**config.mk**
```make
export PLATFORM = sky130hd
export DESIGN_NAME = keyword_detection_confirmer
export DESIGN_NICKNAME = d
export VERILOG_FILES = /design/src/kdc_pkg.sv /design/src/kdc_front.sv /design/src/kdc_queue.sv /design/src/kdc_back.sv /design/src/keyword_detection_confirmer.sv
export SDC_FILE = /design/constraint.sdc
export NUM_CORES = 1
export LEC_CHECK = 0
export ABC_CLOCK_PERIOD_IN_PS = 7490
export BUFFER_PORTS_ARGS = -buffer_cell sky130_fd_sc_hd__buf_2
export CORE_MARGIN = 2
export CORE_UTILIZATION = 62
export DETAILED_ROUTE_END_ITERATION = 8
export MAX_ROUTING_LAYER = met4
export PLACE_DENSITY = 0.82
export SLEW_MARGIN = 20
export SYNTH_ARGS = -nofsm -noshare
export SYNTH_HDL_FRONTEND = slang
export SYNTH_SLANG_ARGS = --single-unit
```
**constraint.sdc**
```tcl
create_clock -name clk_i -period 7.49 [get_ports clk_i]
set_input_delay 0.749 -clock clk_i [delete_from_list [all_inputs] [get_ports clk_i]]
set_output_delay 0.749 -clock clk_i [all_outputs]
set_load 0.005 [all_outputs]
```
**src/kdc_pkg.sv**
```systemverilog
`timescale 1ns / 1ps
`default_nettype none
// ---------------------------------------------------------------------------
// kdc_pkg
// Shared types, constants and helpers for the keyword detection confirmer.
// ---------------------------------------------------------------------------
package kdc_pkg;

  localparam int unsigned Labels     = 4;
  localparam int unsigned ScoreW     = 16;
  localparam int unsigned LabelW     = 2;
  localparam int unsigned CountW     = 4;
  localparam int unsigned SumW       = 20;
  localparam int unsigned CfgIdxW    = 3;
  localparam int unsigned CfgDataW   = 16;
  localparam int unsigned ScoredLabs = (Labels > 4) ? 4 : Labels;

  localparam logic [CfgIdxW-1:0] CfgTrigThr  = 3'd0;
  localparam logic [CfgIdxW-1:0] CfgAvgThr   = 3'd1;
  localparam logic [CfgIdxW-1:0] CfgVerifyWn = 3'd2;
  localparam logic [CfgIdxW-1:0] CfgMinMatch = 3'd3;
  localparam logic [CfgIdxW-1:0] CfgMaxMatch = 3'd4;
  localparam logic [CfgIdxW-1:0] CfgLockMs   = 3'd5;
  localparam logic [CfgIdxW-1:0] CfgOnLabel  = 3'd6;
  localparam logic [CfgIdxW-1:0] CfgOffLabel = 3'd7;

  localparam logic [1:0] ModeCodeIdle   = 2'd0;
  localparam logic [1:0] ModeCodeVerify = 2'd1;
  localparam logic [1:0] ModeCodeLocked = 2'd2;

  localparam logic [1:0] IndWhite = 2'd0;
  localparam logic [1:0] IndGreen = 2'd1;
  localparam logic [1:0] IndBlue  = 2'd2;

  localparam logic OpWindow = 1'b0;
  localparam logic OpTick   = 1'b1;

  typedef enum logic [2:0] {
    MODE_IDLE   = 3'b001,
    MODE_VERIFY = 3'b010,
    MODE_LOCKED = 3'b100
  } mode_e;

  typedef struct packed {
    logic [ScoreW-1:0] trig_thr;
    logic [ScoreW-1:0] avg_thr;
    logic [CountW-1:0] verify_wn;
    logic [CountW-1:0] min_match;
    logic [CountW-1:0] max_match;
    logic [ScoreW-1:0] lock_ms;
    logic [LabelW-1:0] on_label;
    logic [LabelW-1:0] off_label;
  } cfg_t;

  // Classified transaction between front and back
  typedef struct packed {
    logic              is_tick;
    logic [LabelW-1:0] top_label;
    logic [ScoreW-1:0] top_score;
    logic              top_valid;
  } cls_t;

  typedef struct packed {
    logic [1:0]        mode_now;
    logic [1:0]        indicator;
    logic [LabelW-1:0] top_label;
    logic [ScoreW-1:0] top_score;
    logic              top_valid;
    logic              verify_done;
    logic              verify_pass;
  } res_t;

  function automatic logic [1:0] mode_code(input mode_e m);
    logic [1:0] c;
    c = ModeCodeIdle;
    unique case (m)
      MODE_IDLE:   c = ModeCodeIdle;
      MODE_VERIFY: c = ModeCodeVerify;
      MODE_LOCKED: c = ModeCodeLocked;
      default:     c = ModeCodeIdle;
    endcase
    return c;
  endfunction

endpackage
`default_nettype wire

```
**src/kdc_front.sv**
```systemverilog
`timescale 1ns / 1ps
`default_nettype none
// ---------------------------------------------------------------------------
// kdc_front
// Accepts input transactions, picks the top label and registers the result.
// ---------------------------------------------------------------------------
module kdc_front (
  input  wire                          clk_i,
  input  wire                          rst_ni,
  input  wire                          push,
  output logic                         full,
  input  wire                          op_i,
  input  wire  [kdc_pkg::ScoreW-1:0]   score_zero_i,
  input  wire  [kdc_pkg::ScoreW-1:0]   score_one_i,
  input  wire  [kdc_pkg::ScoreW-1:0]   score_two_i,
  input  wire  [kdc_pkg::ScoreW-1:0]   score_three_i,
  output logic                         out_valid_o,
  input  wire                          out_ready_i,
  output kdc_pkg::cls_t                out_data_o
);

  logic                      valid_q, valid_d;
  kdc_pkg::cls_t             data_q;
  kdc_pkg::cls_t             cls;
  logic [kdc_pkg::ScoreW-1:0] scores [4];
  logic                      accept;

  assign scores[0] = score_zero_i;
  assign scores[1] = score_one_i;
  assign scores[2] = score_two_i;
  assign scores[3] = score_three_i;

  // strict greater-than keeps the earliest label on ties
  always_comb begin
    cls           = '0;
    cls.is_tick   = (op_i == kdc_pkg::OpTick);
    if (op_i == kdc_pkg::OpWindow) begin
      for (int i = 0; i < kdc_pkg::ScoredLabs; i++) begin
        if (scores[i] > cls.top_score) begin
          cls.top_score = scores[i];
          cls.top_label = kdc_pkg::LabelW'(i);
          cls.top_valid = 1'b1;
        end
      end
    end
  end

  assign full   = valid_q && !out_ready_i;
  assign accept = push && !full;

  always_comb begin
    valid_d = valid_q;
    if (accept) begin
      valid_d = 1'b1;
    end else if (out_ready_i) begin
      valid_d = 1'b0;
    end
  end

  always_ff @(posedge clk_i or negedge rst_ni) begin
    if (!rst_ni) begin
      valid_q <= 1'b0;
    end else begin
      valid_q <= valid_d;
    end
  end

  always_ff @(posedge clk_i) begin
    if (accept) begin
      data_q <= cls;
    end
  end

  assign out_valid_o = valid_q;
  assign out_data_o  = data_q;

endmodule
`default_nettype wire

```
**src/kdc_queue.sv**
```systemverilog
`timescale 1ns / 1ps
`default_nettype none
// ---------------------------------------------------------------------------
// kdc_queue
// Two-entry queue of classified transactions between front and back.
// ---------------------------------------------------------------------------
module kdc_queue (
  input  wire            clk_i,
  input  wire            rst_ni,
  input  wire            wr_valid_i,
  output logic           wr_ready_o,
  input  kdc_pkg::cls_t  wr_data_i,
  output logic           rd_valid_o,
  input  wire            rd_ready_i,
  output kdc_pkg::cls_t  rd_data_o
);

  kdc_pkg::cls_t mem_q [2];
  logic [1:0]    cnt_q, cnt_d;
  logic          wr_ptr_q, rd_ptr_q;
  logic          do_wr, do_rd;

  assign wr_ready_o = (cnt_q != 2'd2);
  assign rd_valid_o = (cnt_q != 2'd0);
  assign do_wr      = wr_valid_i && wr_ready_o;
  assign do_rd      = rd_ready_i && rd_valid_o;
  assign rd_data_o  = mem_q[rd_ptr_q];

  always_comb begin
    cnt_d = cnt_q;
    if (do_wr && !do_rd) begin
      cnt_d = cnt_q + 2'd1;
    end else if (!do_wr && do_rd) begin
      cnt_d = cnt_q - 2'd1;
    end
  end

  always_ff @(posedge clk_i or negedge rst_ni) begin
    if (!rst_ni) begin
      cnt_q    <= 2'd0;
      wr_ptr_q <= 1'b0;
      rd_ptr_q <= 1'b0;
    end else begin
      cnt_q <= cnt_d;
      if (do_wr) begin
        wr_ptr_q <= ~wr_ptr_q;
      end
      if (do_rd) begin
        rd_ptr_q <= ~rd_ptr_q;
      end
    end
  end

  always_ff @(posedge clk_i) begin
    if (do_wr) begin
      mem_q[wr_ptr_q] <= wr_data_i;
    end
  end

endmodule
`default_nettype wire

```
**src/kdc_back.sv**
```systemverilog
`timescale 1ns / 1ps
`default_nettype none
// ---------------------------------------------------------------------------
// kdc_back
// Verification state machine, lock timer and two-entry result queue.
// ---------------------------------------------------------------------------
module kdc_back (
  input  wire                  clk_i,
  input  wire                  rst_ni,
  input  kdc_pkg::cfg_t        cfg_i,
  input  wire                  in_valid_i,
  output logic                 in_ready_o,
  input  kdc_pkg::cls_t        in_data_i,
  output logic                 empty,
  input  wire                  pop,
  output kdc_pkg::res_t        res_o
);

  kdc_pkg::mode_e              mode_q, mode_d;
  logic [kdc_pkg::LabelW-1:0]  target_q, target_d;
  logic [kdc_pkg::CountW-1:0]  seen_q, seen_d;
  logic [kdc_pkg::CountW-1:0]  match_q, match_d;
  logic [kdc_pkg::SumW-1:0]    sum_q, sum_d;
  logic [kdc_pkg::ScoreW-1:0]  timer_q, timer_d;
  logic [kdc_pkg::SumW-1:0]    avg_prod;
  logic                        is_match, take;
  kdc_pkg::res_t               res;

  kdc_pkg::res_t               rbuf_q [2];
  logic [1:0]                  rcnt_q, rcnt_d;
  logic                        rwr_q, rrd_q, do_pop;

  assign in_ready_o = (rcnt_q != 2'd2);
  assign take       = in_valid_i && in_ready_o;
  assign is_match   = in_data_i.top_valid && (in_data_i.top_label == target_q);
  assign match_d    = is_match ? match_q + 4'd1 : match_q;
  assign avg_prod   = kdc_pkg::SumW'(cfg_i.avg_thr) * kdc_pkg::SumW'(match_d);

  always_comb begin
    mode_d           = mode_q;
    target_d         = target_q;
    seen_d           = seen_q;
    sum_d            = sum_q;
    timer_d          = timer_q;
    res              = '0;
    res.top_label    = in_data_i.top_label;
    res.top_score    = in_data_i.top_score;
    res.top_valid    = in_data_i.top_valid;
    if (in_data_i.is_tick) begin
      if (timer_q != '1) begin
        timer_d = timer_q + 16'd1;
      end
    end else begin
      unique case (mode_q)
        kdc_pkg::MODE_IDLE: begin
          if (in_data_i.top_valid && (in_data_i.top_score > cfg_i.trig_thr) &&
              ((in_data_i.top_label == cfg_i.on_label) ||
               (in_data_i.top_label == cfg_i.off_label))) begin
            mode_d   = kdc_pkg::MODE_VERIFY;
            target_d = in_data_i.top_label;
            seen_d   = '0;
            sum_d    = '0;
          end
        end
        kdc_pkg::MODE_VERIFY: begin
          seen_d = seen_q + 4'd1;
          if (is_match) begin
            sum_d = sum_q + kdc_pkg::SumW'(in_data_i.top_score);
          end
          if (seen_d >= cfg_i.verify_wn) begin
            res.verify_done = 1'b1;
            if ((match_d != '0) && (match_d >= cfg_i.min_match) &&
                (match_d <= cfg_i.max_match) && (sum_d > avg_prod)) begin
              res.verify_pass = 1'b1;
              mode_d          = kdc_pkg::MODE_LOCKED;
              timer_d         = '0;
            end else begin
              mode_d = kdc_pkg::MODE_IDLE;
            end
          end
        end
        kdc_pkg::MODE_LOCKED: begin
          if (timer_q > cfg_i.lock_ms) begin
            mode_d = kdc_pkg::MODE_IDLE;
          end
        end
        default: mode_d = kdc_pkg::MODE_IDLE;
      endcase
    end
    res.mode_now = kdc_pkg::mode_code(mode_d);
    if (mode_d == kdc_pkg::MODE_LOCKED) begin
      res.indicator = (target_d == cfg_i.on_label) ? kdc_pkg::IndGreen : kdc_pkg::IndBlue;
    end else begin
      res.indicator = kdc_pkg::IndWhite;
    end
  end

  always_ff @(posedge clk_i or negedge rst_ni) begin
    if (!rst_ni) begin
      mode_q   <= kdc_pkg::MODE_IDLE;
      target_q <= '0;
      seen_q   <= '0;
      match_q  <= '0;
      sum_q    <= '0;
      timer_q  <= '0;
    end else if (take) begin
      mode_q   <= mode_d;
      target_q <= target_d;
      seen_q   <= seen_d;
      timer_q  <= timer_d;
      if (!in_data_i.is_tick && (mode_q == kdc_pkg::MODE_VERIFY)) begin
        match_q <= match_d;
        sum_q   <= sum_d;
      end else if (!in_data_i.is_tick && (mode_d == kdc_pkg::MODE_VERIFY)) begin
        match_q <= '0;
        sum_q   <= '0;
      end
    end
  end

  // result queue
  assign empty  = (rcnt_q == 2'd0);
  assign do_pop = pop && !empty;
  assign res_o  = rbuf_q[rrd_q];

  always_comb begin
    rcnt_d = rcnt_q;
    if (take && !do_pop) begin
      rcnt_d = rcnt_q + 2'd1;
    end else if (!take && do_pop) begin
      rcnt_d = rcnt_q - 2'd1;
    end
  end

  always_ff @(posedge clk_i or negedge rst_ni) begin
    if (!rst_ni) begin
      rcnt_q <= 2'd0;
      rwr_q  <= 1'b0;
      rrd_q  <= 1'b0;
    end else begin
      rcnt_q <= rcnt_d;
      if (take) begin
        rwr_q <= ~rwr_q;
      end
      if (do_pop) begin
        rrd_q <= ~rrd_q;
      end
    end
  end

  always_ff @(posedge clk_i) begin
    if (take) begin
      rbuf_q[rwr_q] <= res;
    end
  end

endmodule
`default_nettype wire

```
**src/keyword_detection_confirmer.sv**
```systemverilog
`timescale 1ns / 1ps
`default_nettype none
// ---------------------------------------------------------------------------
// keyword_detection_confirmer
// Confirms on/off keyword detections over a run of classifier windows.
// ---------------------------------------------------------------------------
// Takes one transaction (a scored window or a millisecond tick) per clock
// while full is low and returns exactly one result per transaction, in
// order. The front stage picks the top label and hands it through a
// two-entry queue to the back stage, which runs the verify/lock state
// machine and holds results in a two-entry queue; a result is registered
// in the front stage, the queue and the result queue before it is ready.
// Configuration writes should only happen while no transaction is in flight.
module keyword_detection_confirmer (
  input  wire                          clk_i,
  input  wire                          rst_ni,
  input  wire                          cfg_we_i,
  input  wire  [kdc_pkg::CfgIdxW-1:0]  cfg_idx_i,
  input  wire  [kdc_pkg::CfgDataW-1:0] cfg_wdata_i,
  input  wire                          push,
  output logic                         full,
  input  wire                          op_i,
  input  wire  [kdc_pkg::ScoreW-1:0]   score_zero_i,
  input  wire  [kdc_pkg::ScoreW-1:0]   score_one_i,
  input  wire  [kdc_pkg::ScoreW-1:0]   score_two_i,
  input  wire  [kdc_pkg::ScoreW-1:0]   score_three_i,
  output logic                         empty,
  input  wire                          pop,
  output logic [1:0]                   mode_now_o,
  output logic [1:0]                   indicator_o,
  output logic [kdc_pkg::LabelW-1:0]   top_label_o,
  output logic [kdc_pkg::ScoreW-1:0]   top_score_o,
  output logic                         top_valid_o,
  output logic                         verify_done_o,
  output logic                         verify_pass_o
);

  kdc_pkg::cfg_t cfg_q;
  kdc_pkg::cls_t f2q_data, q2b_data;
  kdc_pkg::res_t res;
  logic          f2q_valid, f2q_ready, q2b_valid, q2b_ready;

  always_ff @(posedge clk_i or negedge rst_ni) begin
    if (!rst_ni) begin
      cfg_q.trig_thr  <= 16'd58982;
      cfg_q.avg_thr   <= 16'd58982;
      cfg_q.verify_wn <= 4'd10;
      cfg_q.min_match <= 4'd4;
      cfg_q.max_match <= 4'd6;
      cfg_q.lock_ms   <= 16'd3000;
      cfg_q.on_label  <= 2'd0;
      cfg_q.off_label <= 2'd1;
    end else if (cfg_we_i) begin
      unique case (cfg_idx_i)
        kdc_pkg::CfgTrigThr:  cfg_q.trig_thr  <= cfg_wdata_i;
        kdc_pkg::CfgAvgThr:   cfg_q.avg_thr   <= cfg_wdata_i;
        kdc_pkg::CfgVerifyWn: cfg_q.verify_wn <= cfg_wdata_i[kdc_pkg::CountW-1:0];
        kdc_pkg::CfgMinMatch: cfg_q.min_match <= cfg_wdata_i[kdc_pkg::CountW-1:0];
        kdc_pkg::CfgMaxMatch: cfg_q.max_match <= cfg_wdata_i[kdc_pkg::CountW-1:0];
        kdc_pkg::CfgLockMs:   cfg_q.lock_ms   <= cfg_wdata_i;
        kdc_pkg::CfgOnLabel:  cfg_q.on_label  <= cfg_wdata_i[kdc_pkg::LabelW-1:0];
        kdc_pkg::CfgOffLabel: cfg_q.off_label <= cfg_wdata_i[kdc_pkg::LabelW-1:0];
        default: ;
      endcase
    end
  end

  kdc_front u_front (
    .clk_i         (clk_i),
    .rst_ni        (rst_ni),
    .push          (push),
    .full          (full),
    .op_i          (op_i),
    .score_zero_i  (score_zero_i),
    .score_one_i   (score_one_i),
    .score_two_i   (score_two_i),
    .score_three_i (score_three_i),
    .out_valid_o   (f2q_valid),
    .out_ready_i   (f2q_ready),
    .out_data_o    (f2q_data)
  );

  kdc_queue u_queue (
    .clk_i      (clk_i),
    .rst_ni     (rst_ni),
    .wr_valid_i (f2q_valid),
    .wr_ready_o (f2q_ready),
    .wr_data_i  (f2q_data),
    .rd_valid_o (q2b_valid),
    .rd_ready_i (q2b_ready),
    .rd_data_o  (q2b_data)
  );

  kdc_back u_back (
    .clk_i      (clk_i),
    .rst_ni     (rst_ni),
    .cfg_i      (cfg_q),
    .in_valid_i (q2b_valid),
    .in_ready_o (q2b_ready),
    .in_data_i  (q2b_data),
    .empty      (empty),
    .pop        (pop),
    .res_o      (res)
  );

  assign mode_now_o    = res.mode_now;
  assign indicator_o   = res.indicator;
  assign top_label_o   = res.top_label;
  assign top_score_o   = res.top_score;
  assign top_valid_o   = res.top_valid;
  assign verify_done_o = res.verify_done;
  assign verify_pass_o = res.verify_pass;

endmodule
`default_nettype wire
```
# Word-level counts from Yosys, hierarchy flattened
# Memory sizes are Yosys's and may differ from the RTL's.
# Cells that the tools add are included.
dict set report classes {
  addsub 8
  mul 1
  order_cmp 10
  eq_ne 24
  mux 51
  bitwise 5
  reduce_logical 49
}
# operator n
set op_table {}
lappend op_table {{$mux W20} 7}
lappend op_table {{$mux W19} 6}
lappend op_table {{$gt A16 B16 Y1} 5}
lappend op_table {{$mux W16} 5}
lappend op_table {{$pmux W20 S2} 1}
lappend op_table {{$mux W2} 12}
lappend op_table {{$add A20 B16 Y20} 1}
lappend op_table {{$gt A20 B20 Y1} 1}
lappend op_table {{$mul A16 B4 Y20} 1}
lappend op_table {{$eq A3 B3 Y1 const B} 6}
lappend op_table {{$reduce_and A2 Y1} 9}
lappend op_table {{$reduce_bool A2 Y1} 9}
lappend op_table {{$logic_and A1 B1 Y1} 17}
lappend op_table {{$mux W17} 1}
lappend op_table {{$add A16 B1 Y16 const B} 1}
lappend op_table {{$gt A16 B1 Y1 const B} 1}
lappend op_table {{$mux W4} 4}
lappend op_table {{$ne A16 B16 Y1 const B} 1}
lappend op_table {{$mux W3} 5}
lappend op_table {{$eq A3 B2 Y1 const B} 4}
lappend op_table {{$reduce_and A5 Y1} 2}
lappend op_table {{$pmux W3 S3} 1}
lappend op_table {{$add A4 B1 Y4 const B} 2}
lappend op_table {{$eq A2 B2 Y1} 4}
lappend op_table {{18 further kinds} 42}
dict set report word_totals {
  regBits 142
  mem_bits_rw 90
  input_bits 89
  output_inout_bits 27
  mem_count 2
}
# memory words width rd rd_clocked_by_memory_dff write_ports line_no
set mem_list {}
lappend mem_list {u_back.rbuf_q 2 25 1 0 1 kdc_back.sv:29} ;# kdc_pkg::res_t rbuf_q [2];
lappend mem_list {u_queue.mem_q 2 20 1 0 1 kdc_queue.sv:18} ;# kdc_pkg::cls_t mem_q [2];

# Depth between registers and ports, before layout
# Gate-level depths: netlist of the first run.
# An unclocked memory read counts as a cell.
dict set report depth {
  depth_word 16
  depth_mapped 31
}

# Hierarchy
# From an unflattened synthesis of the first run, not the netlist that was laid out.
dict set report hier_totals {
  cells_unflattened 1458
  area_unflattened_um2 15652.5
}
# module n_inst cells_each area_each_um2 seq_area_each_um2
set modules_own_cells {}
lappend modules_own_cells {kdc_back 1 951 8919.8 2829.0}
lappend modules_own_cells {kdc_front 1 284 2562.5 625.6}
lappend modules_own_cells {keyword_detection_confirmer 1 143 2504.9 1640.3}
lappend modules_own_cells {kdc_queue 1 80 1665.3 1301.2}

# Worst setup path before layout of the first run
# Ideal clock, no wire load.
dict set report synth_path {
  kind {register to register}
  start {reg u_queue.rd_ptr_q}
  end {mem u_back.rbuf_q[0][22] (netlist name) (data pin)}
  setup_time_ns 0.257
  arrival_time_ns 6.445
  t_required_ns 7.233
  slack_ns 0.788
  stages_incl_launch_ff 29
  path_buffers 2
  path_cell_list {dfrtp_1 -> buf_6 -> mux2i_4 -> xnor2_2 -> nor3_1 -> xnor2_1 -> inv_1 -> clkbuf_1 -> nand2_1 -> fa_1 -> fa_1 -> inv_1 -> fa_1 -> a21o_1 -> a21oi_1 -> o21ai_0 -> a21oi_1 -> o211ai_1 -> a31o_2 -> a21oi_1 -> xor2_1 -> ha_1 -> and4_1 -> nor4bb_1 -> a221o_1 -> a21oi_1 -> nor4_1 -> o31ai_1 -> o21ba_2}
}
# element line_no
set synth_rtl {}
lappend synth_rtl {{from (decl)} kdc_queue.sv:20} ;# logic wr_ptr_q, rd_ptr_q;
lappend synth_rtl {{from (signal assigned)} kdc_queue.sv:49} ;# rd_ptr_q <= ~rd_ptr_q;
lappend synth_rtl {{to (decl)} kdc_back.sv:29}

==> flow_metrics.env, run 1 <==
export IMPL_clkSlewWorstSetupHoldPaths_ns=0.06
export IMPL_netlist_area_mm2=0.0155
export IMPL_crit_fanout=13
export IMPL_clk_latency_ns=0.53
export IMPL_grtUsageTotal=0.286
export IMPL_netlist_instances=1464
export IMPL_timing_critical_path_mode_cell="inv_1"
export IMPL_grt_overflow=0
export IMPL_slew_headroom=0.305
export IMPL_dpl_cell_area_mm2=0.0165
export IMPL_wl_per_cell_um=18.5
export IMPL_cts_max_path_buffers=3
export IMPL_grt_pass1_vias=11400
export IMPL_min_path_type="input pin to async pin"
export IMPL_syn_nets=1739
export IMPL_io_pins=116
export IMPL_initial_core_util=0.634
export IMPL_holdBufCountCts=0
export IMPL_setup_violations_final=0
export IMPL_cts_tree="yes"
export IMPL_vias=11700
export IMPL_grt_max_degree=74
export IMPL_finish_net_count=1867
export IMPL_arrival_ns=7.45
export IMPL_rsz0062_at_grt="false"
export IMPL_root_buffer="clkbuf_16"
export IMPL_core_area_mm2=0.0244
export IMPL_synth_area_top_cells="edfxtp_1 (21%), dfrtp_1 (15%), ha_1 (13%)"
export IMPL_finalCritPeriodShare=0.957
export IMPL_status="complete, no violations"
export IMPL_wirelength_um=35900
export IMPL_die_h_um=162
export IMPL_crit_path_max_incr_delay_ns=0.53
export IMPL_worstSetupEndpointType="flop"
export IMPL_timing_fmax_ghz=0.139
export IMPL_final_cells=1937
export IMPL_ant_nets=0
export IMPL_gp_congestion=0.927
export IMPL_dr_pass1_iters=5
export IMPL_antenna_found_initial=1
export IMPL_synth_warnings=0
export IMPL_place_ws_ns=-0.136
export IMPL_final_util=0.714
export IMPL_post_route_cells_drive_above_1_share=0.219
export IMPL_synth_seq_cells=232
export IMPL_die_w_um=162
export IMPL_dp_hpwl_um=26800
export IMPL_synth_seq_area_share=0.414
export IMPL_crit_slowest_cell="fa_1"
export IMPL_worst_endpoint_required_ns=7.77
export IMPL_cp_start_kind="flop"
export IMPL_p_total_mw=6.09
export IMPL_syn_area_per_cell_um2=10.6
export IMPL_place_inst=1883
export IMPL_ir_drop_mv=0.228
export IMPL_synth_top_area_share=0.214
export IMPL_finalInstanceArea_mm2=0.0174
export IMPL_cts_made_buffers=26
export IMPL_clock_skew_final_ns=0.0211
export IMPL_ys_flop_type="edfxtp_1"
export IMPL_period_minus_slack_ns=7.17
export IMPL_port_buffer_count=115
export IMPL_async_flop_share=0.526
export IMPL_synth_top_area_cell="edfxtp_1"
export IMPL_grt_pass1_wl_um=58200
export IMPL_num_fill_cells=1748
export IMPL_areaGrowthSynthToFinish_pct=12.7
export IMPL_die_area_mm2=0.0262
export IMPL_timing_final_max_slew_violations=0
export IMPL_drv_cap=0
export IMPL_hold_viol=0
export IMPL_htree_levels=1
export IMPL_clkSinkCount=232
export IMPL_power_density_mw_per_mm2=349
export IMPL_drc=0
export IMPL_initialDrtViolationCount=962
export IMPL_power_leakage_nw=8.02
export IMPL_synth_edf_count=110
export IMPL_avgViaCountPerCell=6.03
export IMPL_tightest_slew_ns=1.04
export IMPL_fin_hold_ws_ns=0.244
export IMPL_fp_row_count=57
export IMPL_finalWorstSetupSlack_ns=0.320
export IMPL_yosysUniqueCellTypes=67
export IMPL_crit_type="flop to flop"
export IMPL_timing_setup_tns_ns=0
[cells by family (layout without fill, tap and decap cells)]
group / Yosys count / count (layout) / share of synthesized area
AO/OA/AOI/OAI: 317 / 317 / 0.137
XOR/XNOR: 62 / 62 / 0.0356
adder cells (fa/ha/maj): 186 / 186 / 0.165
buffers and inverters: 181 / 329 / 0.0448
flip-flops: 232 / 232 / 0.414
multiplexers: 108 / 108 / 0.0789
other: 0 / 1 / 0
AND/OR/NAND/NOR: 378 / 378 / 0.125
[final timing paths]
path / start / endpoint / slack [ns] / cells past startpoint
max in group asynchronous: rst_ni / u_back.timer_q[1]$_DFFE_PN0P_ / 5.83 / 2
setup reg to reg: u_queue.rd_ptr_q$_DFFE_PN0P_ / u_back.rbuf_q[0][22]$_DFFE_PP_ / 0.32 / 28
hold reg to reg: u_front.out_data_o[3]$_SDFFCE_PP0P_ / u_queue.mem_q[0][3]$_DFFE_PP_ / 0.44 / 0
hold / removal: rst_ni / u_back.rrd_q$_DFFE_PN0P_ / 0.24 / 1
min in group clk_i: push / u_front.out_valid_o$_DFFE_PN0P_ / 0.42 / 2
setup / recovery: u_queue.rd_ptr_q$_DFFE_PN0P_ / u_back.rbuf_q[0][22]$_DFFE_PP_ / 0.32 / 28
[metal layers]
layer	vias up	routed length, µm	global-route usage
met5	-	0	-
met4	0	1350	0.0990
met3	80	2350	0.0347
met2	412	16600	0.450
met1	5657	15600	0.387
li1	5536	-	-
[area by class of cell]
class                           count  area [µm²]  share of cell area
Multi-Input combinational cell   1051        8470               0.486
Clock buffer                       34         702              0.0403
Clock inverter                     14         150             0.00862
Inverter                          141         529              0.0304
Tap cell                          324         405              0.0233
Sequential cell                   232        6400               0.367
Timing Repair Buffer              140         766              0.0439
Antenna cell                        1        2.50            0.000144
[cells in the final DEF (no fill, tap or decap), types with 8 or more instances in the layout]
master and instances:
or3_1 10, nand4_1 25, buf_2 114, nand3b_1 18
clkbuf_16 27, a21oi_1 61, ha_1 157, nor2b_1 9
a22o_1 18, dfrtp_1 89, nor2_1 82, dfstp_2 32
o211a_1 17, and2_1 48, a21boi_0 18, o21a_1 12
xnor2_1 39, fa_1 29, nand2b_1 9, nand3_1 18
mux2_2 100, buf_4 26, a21o_1 28, edfxtp_1 110
o41ai_1 18, inv_1 139, or2_2 17, a211oi_1 8
xor2_1 22, o21ai_0 84, nor3_1 16, nand2_1 94
[worst max-delay path: cells and delay by family, from the launching register on]
kind	cells	cell delay, ns
AOI/OAI and AO/OA	9	2.24
adders and majority gates	4	1.56
and+or+nand+nor	6	1.13
buffers and inverters	5	0.64
muxes	2	0.49
DFF	1	0.44
xor gates and xnor gates	2	0.36
[report_power, final]
| group | switching, mW | leakage, nW | internal [mW] | total, mW |
|---|---|---|---|---|
| combinational | 1.55 | 5.07 | 1.16 | 2.71 |
| clock | 0.503 | 0.409 | 0.763 | 1.27 |
| sequential | 0.236 | 2.55 | 1.87 | 2.11 |
[Yosys cell counts, drive strengths merged, types with 40 or more instances]
cell / n
inv: 141
nand2: 94
dfrtp: 90
mux2: 101
edfxtp: 110
xnor2: 40
and2: 50
nor2: 84
ha: 157
a21oi: 63
o21ai: 88
[timing repair]
item / 4_1_cts / 5_1_grt
setup buffers: 2 / 3
setup endpoints to repair: 7 / 26
pin swaps: 1 / 3
endpoints found under the hold margin: 0 / 0
resized for setup: 2 / 13
gates cloned: 0 / 0
[sequential cells by signal, summed over array words and instances (netlist names)]
signal	count
u_back.rbuf_q	50
u_back.rrd_q	1
u_back.seen_q	4
u_back.rcnt_q	2
u_queue.mem_q	40
u_front.out_valid_o	1
u_back.mode_q	3
u_front.out_data_o	20
u_back.timer_q	16
u_back.target_q	2
cfg_q	64
u_queue.cnt_q	2
u_back.match_q	4
u_queue.rd_ptr_q	1
u_queue.wr_ptr_q	1
u_back.sum_q	20
u_back.rwr_q	1
(Power assumes the default switching activity.)
==> inputs of run 2 (changes only) <==
--- a/config.mk
+++ b/config.mk
@@ -11,7 +11,7 @@
 export CORE_UTILIZATION = 62
 export DETAILED_ROUTE_END_ITERATION = 8
 export MAX_ROUTING_LAYER = met4
-export PLACE_DENSITY = 0.82
+export PLACE_DENSITY = 0.84
 export SLEW_MARGIN = 20
 export SYNTH_ARGS = -nofsm -noshare
 export SYNTH_HDL_FRONTEND = slang
==> run 2 against run 1 <==
  * Flip-flop and latch count stayed put
  * Maximum frequency rose by 0.14%
  * Count of clock-buffer cells in the layout decreased by 1
  * Hold slack got worse by 0.0018 ns
  * Global-route usage is 0.17 points higher
  * Combinational power is essentially flat
  * Core utilization hardly changed
  * Routed wire length increased by 1.3%
  * Register-to-register slack hardly changed
  * Critical path type unchanged
  * Largest cell class unchanged
==> flow_metrics.env, run 2 (synthesis gave the netlist of run 1 again) <==
export IMPL_top_usage_layer="met2"
export IMPL_hold_viol=0
export IMPL_finalCritPeriodShare=0.956
export IMPL_timing_fmax_ghz=0.140
export IMPL_timing_rr_start="u_back.target_q[1]$_DFFE_PN0P_"
export IMPL_vias=11700
export IMPL_fp_row_count=57
export IMPL_worst_endpoint_required_ns=7.77
export IMPL_grt_pass1_wl_um=58700
export IMPL_cp_start_kind="flop"
export IMPL_timing_setup_tns_ns=0
export IMPL_initialDrtViolationCount=879
export IMPL_crit_type="flop to flop"
export IMPL_seqCellArea_mm2=0.00640
export IMPL_power_density_mw_per_mm2=348
export IMPL_die_area_mm2=0.0262
export IMPL_antenna_found_initial=1
export IMPL_die_h_um=162
export IMPL_final_cell_mix="ha_1 (157), inv_1 (140), buf_2 (114)"
export IMPL_regMostFlops="cfg_q"
export IMPL_globalRouteMet2Util=0.479
export IMPL_fin_hold_ws_ns=0.242
export IMPL_htree_levels=1
export IMPL_num_fill_cells=1680
export IMPL_pwr_share_seq=0.350
export IMPL_gr_usage_met1=0.378
export IMPL_wl_per_cell_um=18.8
export IMPL_arrival_ns=7.44
export IMPL_slew_headroom=0.289
export IMPL_cts_made_buffers=25
export IMPL_grt_overflow=0
export IMPL_dp_hpwl_um=27100
export IMPL_post_route_cells_drive_above_1_share=0.220
export IMPL_clkSinkCount=232
export IMPL_wirelength_um=36400
export IMPL_port_buffer_count=115
export IMPL_initial_core_util=0.634
export IMPL_r2r_end="u_back.rbuf_q[0][22]$_DFFE_PP_"
export IMPL_clkSlewWorstSetupHoldPaths_ns=0.06
export IMPL_clock_skew_final_ns=0.0232
export IMPL_setup_violations_final=0
export IMPL_crit_fanout=19
export IMPL_gp_congestion=0.919
export IMPL_clockPowerShare=0.205
export IMPL_status="complete, no violations"
export IMPL_finish_net_count=1864
export IMPL_rrSetupSlack_ns=0.33
export IMPL_power_switching_mw=2.31
export IMPL_cts_max_path_buffers=3
export IMPL_core_area_mm2=0.0244
export IMPL_multiInputGateArea_mm2=0.00850
export IMPL_timing_final_max_slew_violations=0
export IMPL_combPwrFrac=0.445
export IMPL_io_pins=116
export IMPL_ant_nets=0
export IMPL_final_common_cell="ha_1"
export IMPL_use_met3=0.0273
export IMPL_worstSetupEndpointType="flop"
export IMPL_areaGrowthSynthToFinish_pct=12.6
export IMPL_die_w_um=162
export IMPL_period_minus_slack_ns=7.16
export IMPL_min_path_type="input pin to async pin"
export IMPL_root_buffer="clkbuf_16"
export IMPL_grtUsageTotal=0.287
export IMPL_tightest_slew_ns=1.06
export IMPL_grt_pass1_vias=11600
export IMPL_largestRegisters="cfg_q: 64 flops, u_back.rbuf_q: 50 flops, u_queue.mem_q: 40 flops"
export IMPL_drv_cap=0
export IMPL_intPower_mw=3.74
export IMPL_largest_register_ffs=64
export IMPL_power_leakage_nw=8.00
export IMPL_r2r_cells=27
export IMPL_grt_max_degree=79
export IMPL_cts_tree="yes"
export IMPL_drc=0
export IMPL_avgViaCountPerCell=6.04
export IMPL_p_sw_frac=0.382
export IMPL_ir_drop_mv=0.221
export IMPL_clk_latency_ns=0.54
export IMPL_holdBufCountCts=0
export IMPL_p_total_mw=6.05
export IMPL_dr_pass1_iters=5
-- run 2: cell types whose count changed in the layout (fill, tap and decap cells not counted), sizes merged --
| cell | change |
|---|---|
| clkinvlp | -3 |
| buf | -2 |
| clkbuf | -1 |
| clkinv | +1 |
| inv | +1 |
-- run 2: how the worst max path moves through the flow --
stage / to / from / depth (start not counted) / slack [ns]
floorplan: u_back.rbuf_q[0][22]$_DFFE_PP_ / u_queue.rd_ptr_q$_DFFE_PN0P_ / 28 / 0.79
finish: u_back.rbuf_q[0][22]$_DFFE_PP_ / u_back.target_q[1]$_DFFE_PN0P_ / 27 / 0.33
detailed placement: u_back.rbuf_q[0][22]$_DFFE_PP_ / u_queue.rd_ptr_q$_DFFE_PN0P_ / 28 / 0.03
global route: u_back.rbuf_q[0][22]$_DFFE_PP_ / u_back.target_q[1]$_DFFE_PN0P_ / 26 / -0.03
global placement: u_back.rbuf_q[0][22]$_DFFE_PP_ / u_queue.rd_ptr_q$_DFFE_PN0P_ / 28 / 0.19
CTS: u_back.rbuf_q[0][21]$_DFFE_PP_ / u_queue.rd_ptr_q$_DFFE_PN0P_ / 28 / 0.12
-- run 2: final cells by class --
class / count / share of cell area
multi-input combinational: 1051 / 0.488
sequential: 232 / 0.367
timing repair buffer: 138 / 0.0431
clock buffer: 33 / 0.0377
inverter: 141 / 0.0304
tap: 324 / 0.0233
clock inverter: 13 / 0.00949
antenna: 1 / 0.000144
-- run 2: worst max-delay path, stage by stage (launching register included) --
cell	delay, ns
dfrtp_1	0.46
xnor2_1	0.29
a32oi_4	0.13
buf_4	0.18
nor2_1	0.14
mux2_2	0.49
and2_1	0.23
fa_1	0.48
inv_1	0.05
fa_1	0.53
inv_1	0.04
ha_1	0.33
a21o_1	0.20
a21oi_1	0.27
o21ai_0	0.15
a21oi_2	0.20
o211ai_1	0.16
a31o_2	0.26
a21oi_1	0.18
xor2_1	0.18
ha_1	0.26
and4_1	0.24
nor4bb_2	0.19
a221o_1	0.33
a21oi_4	0.23
nor4_2	0.10
o31ai_2	0.39
o21ba_2	0.23
-- run 2: power by group through the flow --
stage | Combinational (mW) | Clock, mW | Sequential [mW]
after floorplan | 1.84 | 0 | 2.02
after global placement | 2.44 | 0 | 2.10
after detailed placement | 2.55 | 0 | 2.13
after CTS | 2.60 | 1.26 | 2.11
after global routing | 2.99 | 1.31 | 2.16
final | 2.69 | 1.24 | 2.12
-- run 2: what timing repair did --
action,in CTS,in global routing
setup buffers,0,4
pin swaps,0,2
resized for setup,1,20
endpoints found under the setup margin,4,36
-- run 2: stage by stage --
stage	instance area, µm²	setup WS [ns]	std cells	util
floorplan	15500	0.788	1464	-
global placement	16400	0.188	1882	0.674
detailed placement	16400	0.0343	1882	0.674
CTS	17300	0.117	1928	0.708
global route	17400	-0.0258	1933	0.714
finish	17400	0.330	1933	0.714
-- run 2: routing by layer --
layer	part of all wire	routed length, µm	vias to the layer above
met4	0.030	1090	0
met3	0.060	2170	85
met1	0.43	15500	5647
met5	0	0	-
met2	0.48	17600	418
li1	-	-	5522
==> inputs of run 3 (changes only) <==
--- a/config.mk
+++ b/config.mk
@@ -5,13 +5,14 @@
 export SDC_FILE = /design/constraint.sdc
 export NUM_CORES = 1
 export LEC_CHECK = 0
-export ABC_CLOCK_PERIOD_IN_PS = 7490
+export ABC_CLOCK_PERIOD_IN_PS = 8300
 export BUFFER_PORTS_ARGS = -buffer_cell sky130_fd_sc_hd__buf_2
 export CORE_MARGIN = 2
-export CORE_UTILIZATION = 62
+export CORE_UTILIZATION = 64
 export DETAILED_ROUTE_END_ITERATION = 8
+export GPL_TIMING_DRIVEN = 0
 export MAX_ROUTING_LAYER = met4
-export PLACE_DENSITY = 0.84
+export PLACE_DENSITY = 0.8
 export SLEW_MARGIN = 20
 export SYNTH_ARGS = -nofsm -noshare
 export SYNTH_HDL_FRONTEND = slang
==> constraint.sdc (replaced) <==
create_clock -name clk_i -period 8.3 [get_ports clk_i]
set_input_delay 0.83 -clock clk_i [delete_from_list [all_inputs] [get_ports clk_i]]
set_output_delay 0.83 -clock clk_i [all_outputs]
set_load 0.005 [all_outputs]
==> run 3 against run 2 <==
  * Clock skew down 0.0029 ns
  * Global-route usage up 1.8 points
  * Sequential power down 11%
  * Core utilization up 1.8 points
  * Non-clock buffer count up 16
  * Flip-flop and latch count unchanged
  * Register-to-register slack better by 0.21 ns
  * Largest cell class unchanged
==> flow_metrics.env, run 3 (synthesis gave the netlist of run 1 again) <==
export IMPL_finalCritPeriodShare=0.935
export IMPL_initialDrtViolationCount=908
export IMPL_initial_core_util=0.655
export IMPL_wl_per_cell_um=19.4
export IMPL_post_cts_buffers=0
export IMPL_tightest_slew_ns=1.03
export IMPL_fp_row_count=56
export IMPL_core_area_mm2=0.0236
export IMPL_worstSetupEndpointType="flop"
export IMPL_cts_tree="yes"
export IMPL_die_h_um=159
export IMPL_die_area_mm2=0.0254
export IMPL_status="complete, no violations"
export IMPL_crit_fanout=11
export IMPL_clock_skew_final_ns=0.0203
export IMPL_wirelength_um=37700
export IMPL_rsz0062_at_grt="false"
export IMPL_cp_start_kind="flop"
export IMPL_ir_drop_mv=0.186
export IMPL_post_route_cells_drive_above_1_share=0.201
export IMPL_cts_made_buffers=25
export IMPL_finish_net_count=1880
export IMPL_period_minus_slack_ns=7.76
export IMPL_port_buffer_count=113
export IMPL_crit_path_max_incr_delay_ns=0.55
export IMPL_io_pins=116
export IMPL_slew_headroom=0.311
export IMPL_root_buffer="clkbuf_16"
export IMPL_worst_endpoint_required_ns=8.57
export IMPL_hold_viol=0
export IMPL_setup_violations_final=0
export IMPL_final_common_cell="ha_1"
export IMPL_power_leakage_nw=7.95
export IMPL_largestRegisters="cfg_q: 64 flops, u_back.rbuf_q: 50 flops, u_queue.mem_q: 40 flops"
export IMPL_die_w_um=159
export IMPL_ant_nets=0
export IMPL_grt_overflow=0
export IMPL_timing_fmax_ghz=0.129
export IMPL_vias=11700
export IMPL_crit_slowest_cell="fa_1"
export IMPL_drv_cap=0
export IMPL_clkSinkCount=232
export IMPL_min_path_type="input pin to async pin"
export IMPL_dp_hpwl_um=28700
export IMPL_grt_max_degree=78
export IMPL_clkSlewWorstSetupHoldPaths_ns=0.06
export IMPL_timing_setup_tns_ns=0
export IMPL_crit_type="flop to flop"
export IMPL_cts_max_path_buffers=3
export IMPL_timing_final_max_slew_violations=0
export IMPL_avgViaCountPerCell=6.00
export IMPL_r2r_cells=28
export IMPL_regMostFlops="cfg_q"
export IMPL_antenna_found_initial=2
export IMPL_arrival_ns=8.03
export IMPL_htree_levels=1
export IMPL_dr_pass1_iters=7
export IMPL_grtUsageTotal=0.305
export IMPL_grt_pass1_vias=11800
export IMPL_power_density_mw_per_mm2=309
export IMPL_p_total_mw=5.35
export IMPL_clk_latency_ns=0.52
export IMPL_drc=0
export IMPL_areaGrowthSynthToFinish_pct=11.8
export IMPL_grt_pass1_wl_um=59800
export IMPL_final_cell_mix="ha_1 (157), inv_1 (140), buf_2 (117)"
export IMPL_largest_register_ffs=64
export IMPL_gp_congestion=0.913
run 3: cell types whose count changed in the layout (fill, tap and decap cells not counted), sizes merged:
cell / before / now
buf: 138 / 123
clkinv: 8 / 7
bufinv: 3 / 1
inv: 143 / 144
clkinvlp: 0 / 1
clkbuf: 33 / 65
diode: 1 / 2
run 3: final timing paths:
kind / startpoint / to / slack (ns)
setup / recovery: u_queue.rd_ptr_q$_DFFE_PN0P_ / u_back.rbuf_q[1][22]$_DFFE_PP_ / 0.54
hold / removal: rst_ni / u_back.rrd_q$_DFFE_PN0P_ / 0.24
setup reg to reg: u_queue.rd_ptr_q$_DFFE_PN0P_ / u_back.rbuf_q[1][22]$_DFFE_PP_ / 0.54
hold reg to reg: u_front.out_data_o[5]$_SDFFCE_PP0P_ / u_queue.mem_q[1][5]$_DFFE_PP_ / 0.43
max in group asynchronous: rst_ni / cfg_q[13]$_DFFE_PN1P_ / 7.26
min in group clk_i: u_front.out_data_o[5]$_SDFFCE_PP0P_ / u_queue.mem_q[1][5]$_DFFE_PP_ / 0.43
run 3: per-layer routing:
metal / global-route usage / vias to the layer above / share of wire
li1: - / 5539 / -
met1: 0.395 / 5642 / 0.43
met2: 0.490 / 396 / 0.47
met3: 0.0492 / 99 / 0.062
met4: 0.112 / 0 / 0.039
met5: - / - / 0
run 3: power breakdown:
part           internal [mW]  leakage (nW)  switching, mW
clock network          0.608         0.383          0.443
logic                  0.980          5.02           1.43
registers               1.69          2.55          0.191
total                   3.28          7.95           2.07
run 3: repair_timing:
item	in CTS	in global routing
hold buffers	0	0
endpoints found under the setup margin	0	18
gates resized for setup	0	6
run 3: stage by stage:
step           std cells  worst slack, ns  hold WS, ns  utilization  area [µm²]
5_1_grt             1945           0.0123        0.260        0.732       17300
6_report            1945            0.540        0.237        0.732       17300
2_1_floorplan       1464             1.60        0.421            -       15500
3_3_place_gp        1896            0.221        0.423        0.696       16400
4_1_cts             1944            0.159        0.255        0.731       17300
3_5_place_dp        1898            0.215        0.430        0.698       16500
run 3: worst max-delay path, delay by kind of cell, from the launching register on:
kind / cells / cell delay (ns)
fa+ha+maj: 4 / 1.62
simple gates: 5 / 0.74
compound gates: 11 / 3.10
buf+inv: 4 / 0.69
xor+xnor: 2 / 0.65
flops: 1 / 0.37
mux: 2 / 0.32
run 3: cell type report:
class / count / area [µm²]
inverter: 141 / 529
clock buffer: 34 / 679
antenna: 2 / 5.00
multi-input combinational: 1051 / 8400
tap: 319 / 399
fill: 1661 / 6320
clock inverter: 12 / 98.8
timing repair buffer: 115 / 614
sequential: 232 / 6400
buffer: 39 / 163
